**src/hw/rtl/chacha_pkg.sv**
```systemverilog
// Package for the ChaCha20 stream cipher: constants, types and the quarter round.
// Used by every module under hw/rtl.
package chacha_pkg;
  localparam int DOUBLE_ROUNDS = 10;
  localparam int RoundCnt = 2 * DOUBLE_ROUNDS;
  localparam int RoundW = $clog2(RoundCnt + 1);
  localparam int QueueDepth = 2;

  localparam logic [31:0] SIGMA0 = 32'h61707865;
  localparam logic [31:0] SIGMA1 = 32'h3320646e;
  localparam logic [31:0] SIGMA2 = 32'h79622d32;
  localparam logic [31:0] SIGMA3 = 32'h6b206574;

  localparam logic [2:0] REG_KEY0 = 3'd0;
  localparam logic [2:0] REG_KEY1 = 3'd1;
  localparam logic [2:0] REG_KEY2 = 3'd2;
  localparam logic [2:0] REG_KEY3 = 3'd3;
  localparam logic [2:0] REG_NONCE_LOW = 3'd4;
  localparam logic [2:0] REG_NONCE_HIGH = 3'd5;
  localparam logic [2:0] REG_START_COUNTER = 3'd6;

  typedef logic [31:0] word_t;
  typedef word_t [15:0] state_t;

  // Item passed from front to back: payload plus the keystream for it.
  typedef struct packed {
    logic [63:0] data;
    logic [3:0]  count;
    logic        last;
    logic [63:0] ks;
  } item_t;

  typedef enum logic [1:0] {
    GEN_IDLE,
    GEN_RUN,
    GEN_DONE
  } gen_state_t;

  function automatic word_t rotl(input word_t v, input int s);
    rotl = (v << s) | (v >> (32 - s));
  endfunction

  function automatic logic [127:0] qr(input word_t a_in, input word_t b_in,
                                      input word_t c_in, input word_t d_in);
    word_t a, b, c, d;
    a = a_in; b = b_in; c = c_in; d = d_in;
    a = a + b; d = rotl(d ^ a, 16);
    c = c + d; b = rotl(b ^ c, 12);
    a = a + b; d = rotl(d ^ a, 8);
    c = c + d; b = rotl(b ^ c, 7);
    qr = {d, c, b, a};
  endfunction
endpackage

```
**src/hw/rtl/chacha_back.sv**
```systemverilog
// Back end: XORs data with keystream, masks unused bytes, two-entry skid output.
// Depends on chacha_pkg.
module chacha_back (
  input  logic               clk,
  input  logic               rst,
  input  logic               q_valid,
  output logic               q_ready,
  input  chacha_pkg::item_t  q_item,
  output logic               out_valid,
  input  logic               out_ready,
  output logic [63:0]        out_data,
  output logic [3:0]         out_count,
  output logic               out_last
);
  import chacha_pkg::*;

  logic [QueueDepth-1:0][68:0] fifo;
  logic                        wr_ptr;
  logic                        rd_ptr;
  logic [1:0]                  fill;
  logic [63:0]                 mask;
  logic [68:0]                 res;
  logic                        push;
  logic                        pop;

  always_comb begin
    for (int i = 0; i < 8; i++) mask[8*i +: 8] = (q_item.count > 4'(i)) ? 8'hff : 8'h00;
    res = {q_item.last, q_item.count, (q_item.data ^ q_item.ks) & mask};
  end

  assign q_ready   = (fill != 2'd2);
  assign push      = q_valid && q_ready;
  assign out_valid = (fill != 2'd0);
  assign pop       = out_valid && out_ready;
  assign {out_last, out_count, out_data} = fifo[rd_ptr];

  always_ff @(posedge clk) begin
    if (rst) begin
      wr_ptr <= 1'b0;
      rd_ptr <= 1'b0;
      fill   <= '0;
    end else begin
      if (push) wr_ptr <= !wr_ptr;
      if (pop) rd_ptr <= !rd_ptr;
      fill <= fill + {1'b0, push} - {1'b0, pop};
    end
  end

  always_ff @(posedge clk) begin
    if (push) fifo[wr_ptr] <= res;
  end
endmodule

```
**config.mk**
```make
export PLATFORM = sky130hd
export DESIGN_NAME = chacha_back
export DESIGN_NICKNAME = d
export VERILOG_FILES = /design/src/hw/rtl/chacha_pkg.sv /design/src/hw/rtl/chacha_back.sv
export SDC_FILE = /design/constraint.sdc
export NUM_CORES = 1
export LEC_CHECK = 0
export BUFFER_PORTS_ARGS = -buffer_cell sky130_fd_sc_hd__buf_2
export CAP_MARGIN = 30
export CORE_UTILIZATION = 50
export CTS_CLUSTER_SIZE = 20
export DETAILED_ROUTE_END_ITERATION = 10
export HOLD_SLACK_MARGIN = 0.02
export PLACE_DENSITY = 0.88
export SKIP_CTS_REPAIR_TIMING = 1
export SYNTH_ARGS = -nofsm -noshare
export SYNTH_HDL_FRONTEND = slang
export SYNTH_SLANG_ARGS = --single-unit
```
**constraint.sdc**
```tcl
create_clock -name clk -period 6.2 [get_ports clk]
set_clock_uncertainty 0.1 [all_clocks]
set_input_delay 0.62 -clock clk [delete_from_list [all_inputs] [get_ports clk]]
set_output_delay 0.62 -clock clk [all_outputs]
set_load 0.05 [all_outputs]
```
==> flow_metrics.py <==
metrics = {
    "die": {
        "floorplan.rows": 39,
        "coreArea_um2": 11600,
        "io_pins": 208,
        "fp.dieH_um": 112,
        "die_w_um": 112,
        "die_area_um2": 12600,
        "initial_utilization_pct": 52.1,
    },
    "finish": {
        "area_delta_synth_final_pct": 27.9,
        "num_antenna_cells": 0,
        "nets": 734,
        "postLayoutCoreUtil_pct": 66.7,
        "drive_gt1_share_pct": 50.6,
    },
    "critical_path": {
        "crit_arrival_ns": 2.06,
        "r2r.worst_path.cells": 4,
        "r2r_end": "fifo[45]",
        "worstReg2RegStart": "fill[0]",
        "slack_of_the_worst_reg_to_reg_path_ns": 3.73,
        "path_max_fanout": 70,
        "critPathCaptureType": "primary output",
        "cp_launch_type": "flip-flop",
        "worst-endpoint-required_ns": 5.48,
        "criticalPathCategory": "flip-flop to primary output",
    },
    "timing": {
        "hold_slack_ns": 0.311,
        "final_hold_viol_count": 0,
        "report.final.slew_viol_count": 0,
        "worstMarginPinSlew_ns": 0.971,
        "timing.final.crit_share_pct": 44.9,
        "final.min_clock_period_ns": 2.78,
        "maxSlewHeadroom_pct": 35.1,
        "fin_tns_setup_ns": 0,
        "report.final.setup_viol": 0,
        "rsz0062_at_grt": "false",
        "max_clock_freq_mhz": 359,
    },
    "pwr": {
        "max-vdd-ir-drop_v": 0.000238,
        "p_int_mw": 2.15,
        "static-leakage-power_nw": 3.05,
        "combinationalPowerShare_pct": 37.4,
        "power_density_nw_per_um2": 452,
        "p_seq_share_pct": 39.3,
        "power.share.clock_pct": 23.3,
        "switching_share_pct": 38.7,
        "p_sw_mw": 1.35,
    },
    "place": {
        "place_congestion": 0.714,
        "portBuffers": 207,
        "dp_hpwl_um": 7830,
    },
    "clock_network": {
        "clk_latency_ns": 0.41,
        "worst_setup_hold_path_clk_slew_ns": 0.05,
        "clock_tree_from_tritoncts": "yes",
        "cts_num_sinks": 142,
        "cts-htree-levels": 4,
        "cts-root-buf": "sky130_fd_sc_hd__clkbuf_16",
        "cts_inserted_buffers": 17,
        "clock_tree_buf_depth": 2,
    },
    "synth": {
        "netlist_area_pre_place_um2": 6060,
        "synth_cell_type_count": 22,
        "seq_area_frac_synth_pct": 69.8,
        "yosys_warnings": 0,
        "ys_seq_elements": 142,
        "synthesis.instances": 375,
        "mappedNetlistNets": 514,
        "syn-mean-instance-area_um2": 16.1,
    },
    "grt": {
        "global_route.overflow_total": 0,
        "grt_max_degree": 71,
        "vias_in_the_first_global_route": 3969,
        "grt_pass1_wl_um": 17900,
        "grt_antenna_before_repair": 0,
        "grt_util_all_layers_pct": 18.8,
    },
    "route": {
        "route.vias.total": 3695,
        "first_pass_iters": 7,
        "dr.first_iter.drc_count": 202,
        "detail_route.vias_per_cell": 4.95,
        "routed_wire_length_um": 11500,
        "drtAntennaViolNets": 0,
        "post_drt_wl_per_cell_um": 15.4,
        "drc": 11,
    },
    "status": {
        "run_status": "finished, violations left",
        "failed_checks": "design-rule violations",
    },
    "min_path": {
        "whs_endpoint": "fifo[137]",
        "worstHoldPathType": "input pin to flip-flop",
        "hold_path_depth": 1,
        "hold_path_startpoint": "q_item[64]",
    },
    "flow_run": {
        "drv_cap": 0,
    },
}
==> state kept, by name, indices dropped and copies added (netlist names) <==
signal / count
fifo: 138
fill: 2
rd_ptr: 1
wr_ptr: 1
==> stage by stage <==
step,setup slack (ns),total power [mW],std cells,area [µm²]
after global placement,3.54,2.69,718,7260
after detailed placement,3.49,2.71,718,7260
after global routing,3.33,3.64,746,7740
after floorplan,1.71,2.41,375,6060
after CTS,3.38,3.54,745,7720
final,3.42,3.50,746,7740
==> critical path, cell delays in order (launching register included) <==
cell and delay (ns):
sky130_fd_sc_hd__dfxtp_4 0.96, sky130_fd_sc_hd__mux2_2 0.43, sky130_fd_sc_hd__buf_2 0.21
==> synth_stat cells <==
master / instances / share of area (%)
sky130_fd_sc_hd__xor2_1: 9 / 1.3
sky130_fd_sc_hd__a31oi_1: 1 / 0.10
sky130_fd_sc_hd__inv_1: 1 / 0.062
sky130_fd_sc_hd__xnor2_1: 57 / 8.2
sky130_fd_sc_hd__nor2_1: 62 / 3.8
sky130_fd_sc_hd__buf_2: 7 / 0.58
sky130_fd_sc_hd__or2_2: 1 / 0.10
sky130_fd_sc_hd__ha_1: 2 / 0.41
sky130_fd_sc_hd__mux2_2: 70 / 13
sky130_fd_sc_hd__clkbuf_1: 2 / 0.12
sky130_fd_sc_hd__nor2b_1: 2 / 0.21
sky130_fd_sc_hd__edfxtp_1: 138 / 68
sky130_fd_sc_hd__and3_1: 1 / 0.10
sky130_fd_sc_hd__nand2b_1: 1 / 0.10
sky130_fd_sc_hd__and2_1: 9 / 0.93
sky130_fd_sc_hd__a211oi_2: 1 / 0.21
sky130_fd_sc_hd__nor3_1: 2 / 0.17
sky130_fd_sc_hd__a21oi_1: 1 / 0.083
sky130_fd_sc_hd__nand2_1: 1 / 0.062
sky130_fd_sc_hd__o21a_1: 2 / 0.25
sky130_fd_sc_hd__nor4_4: 1 / 0.35
sky130_fd_sc_hd__dfxtp_1: 4 / 1.3
==> area by class of cell <==
type,instances,area [µm²]
clock buffer,21,440
clock inverter,6,25.0
fill,845,3870
inverter,1,3.75
multi-input combinational,223,1800
sequential,142,4230
tap,143,179
timing repair buffer,210,1070
==> power groups by stage <==
| stage | Sequential, mW | Clock [mW] | Combinational, mW |
|---|---|---|---|
| 2_1_floorplan | 1.32 | 0 | 1.09 |
| 3_3_place_gp | 1.39 | 0 | 1.30 |
| 3_5_place_dp | 1.40 | 0 | 1.31 |
| 4_1_cts | 1.38 | 0.834 | 1.32 |
| 5_1_grt | 1.40 | 0.874 | 1.37 |
| 6_report | 1.38 | 0.817 | 1.31 |
==> placed cells by master, fill, tap and decap left out <==
master and instances:
sky130_fd_sc_hd__nor3_1 2, sky130_fd_sc_hd__mux2_2 70, sky130_fd_sc_hd__xnor2_1 57, sky130_fd_sc_hd__or2_2 1
sky130_fd_sc_hd__a21oi_1 1, sky130_fd_sc_hd__xor2_1 9, sky130_fd_sc_hd__buf_4 2, sky130_fd_sc_hd__buf_2 207
sky130_fd_sc_hd__clkbuf_1 4, sky130_fd_sc_hd__dfxtp_1 3, sky130_fd_sc_hd__edfxtp_1 138, sky130_fd_sc_hd__a31oi_1 1
sky130_fd_sc_hd__nor2b_1 2, sky130_fd_sc_hd__nor2_4 1, sky130_fd_sc_hd__clkinv_1 4, sky130_fd_sc_hd__nor2_1 61
sky130_fd_sc_hd__and3_4 1, sky130_fd_sc_hd__nand2_1 1, sky130_fd_sc_hd__buf_12 1, sky130_fd_sc_hd__o21a_1 2
sky130_fd_sc_hd__nand2b_1 1, sky130_fd_sc_hd__inv_1 1, sky130_fd_sc_hd__dfxtp_4 1, sky130_fd_sc_hd__clkbuf_16 17
sky130_fd_sc_hd__a211oi_2 1, sky130_fd_sc_hd__nor4_4 1, sky130_fd_sc_hd__ha_1 2, sky130_fd_sc_hd__clkinv_2 2
sky130_fd_sc_hd__and2_1 9
==> how the worst max path moves through the flow <==
stage                 start           end  slack, ns  cells after the start
floorplan           fill[0]       fifo[0]       1.71                      3
global placement    q_valid      fifo[40]       3.54                      4
detailed placement  q_valid      fifo[44]       3.49                      4
CTS                  rd_ptr  out_data[16]       3.38                      2
global route         rd_ptr  out_count[3]       3.33                      2
finish               rd_ptr  out_data[12]       3.42                      2
==> routing by layer <==
layer	vias up	part of all wire [%]	GRT usage, %
met5	-	0	0
met4	0	1.4	8.80
met3	13	5.0	4.70
met2	136	54	35.2
met1	1743	39	19.9
li1	1803	-	-
==> kinds of logic after synthesis <==
group                      count (synthesis)  synth area share (%)
DFF                                      142                  69.8
AOI/OAI and AO/OA                          5                 0.640
muxes                                     70                  13.0
buffers and inverters                     10                 0.764
xor gates and xnor gates                  66                  9.55
adders and majority gates                  2                 0.413
and+or+nand+nor                           80                  5.87
(Power assumes the default switching activity.)
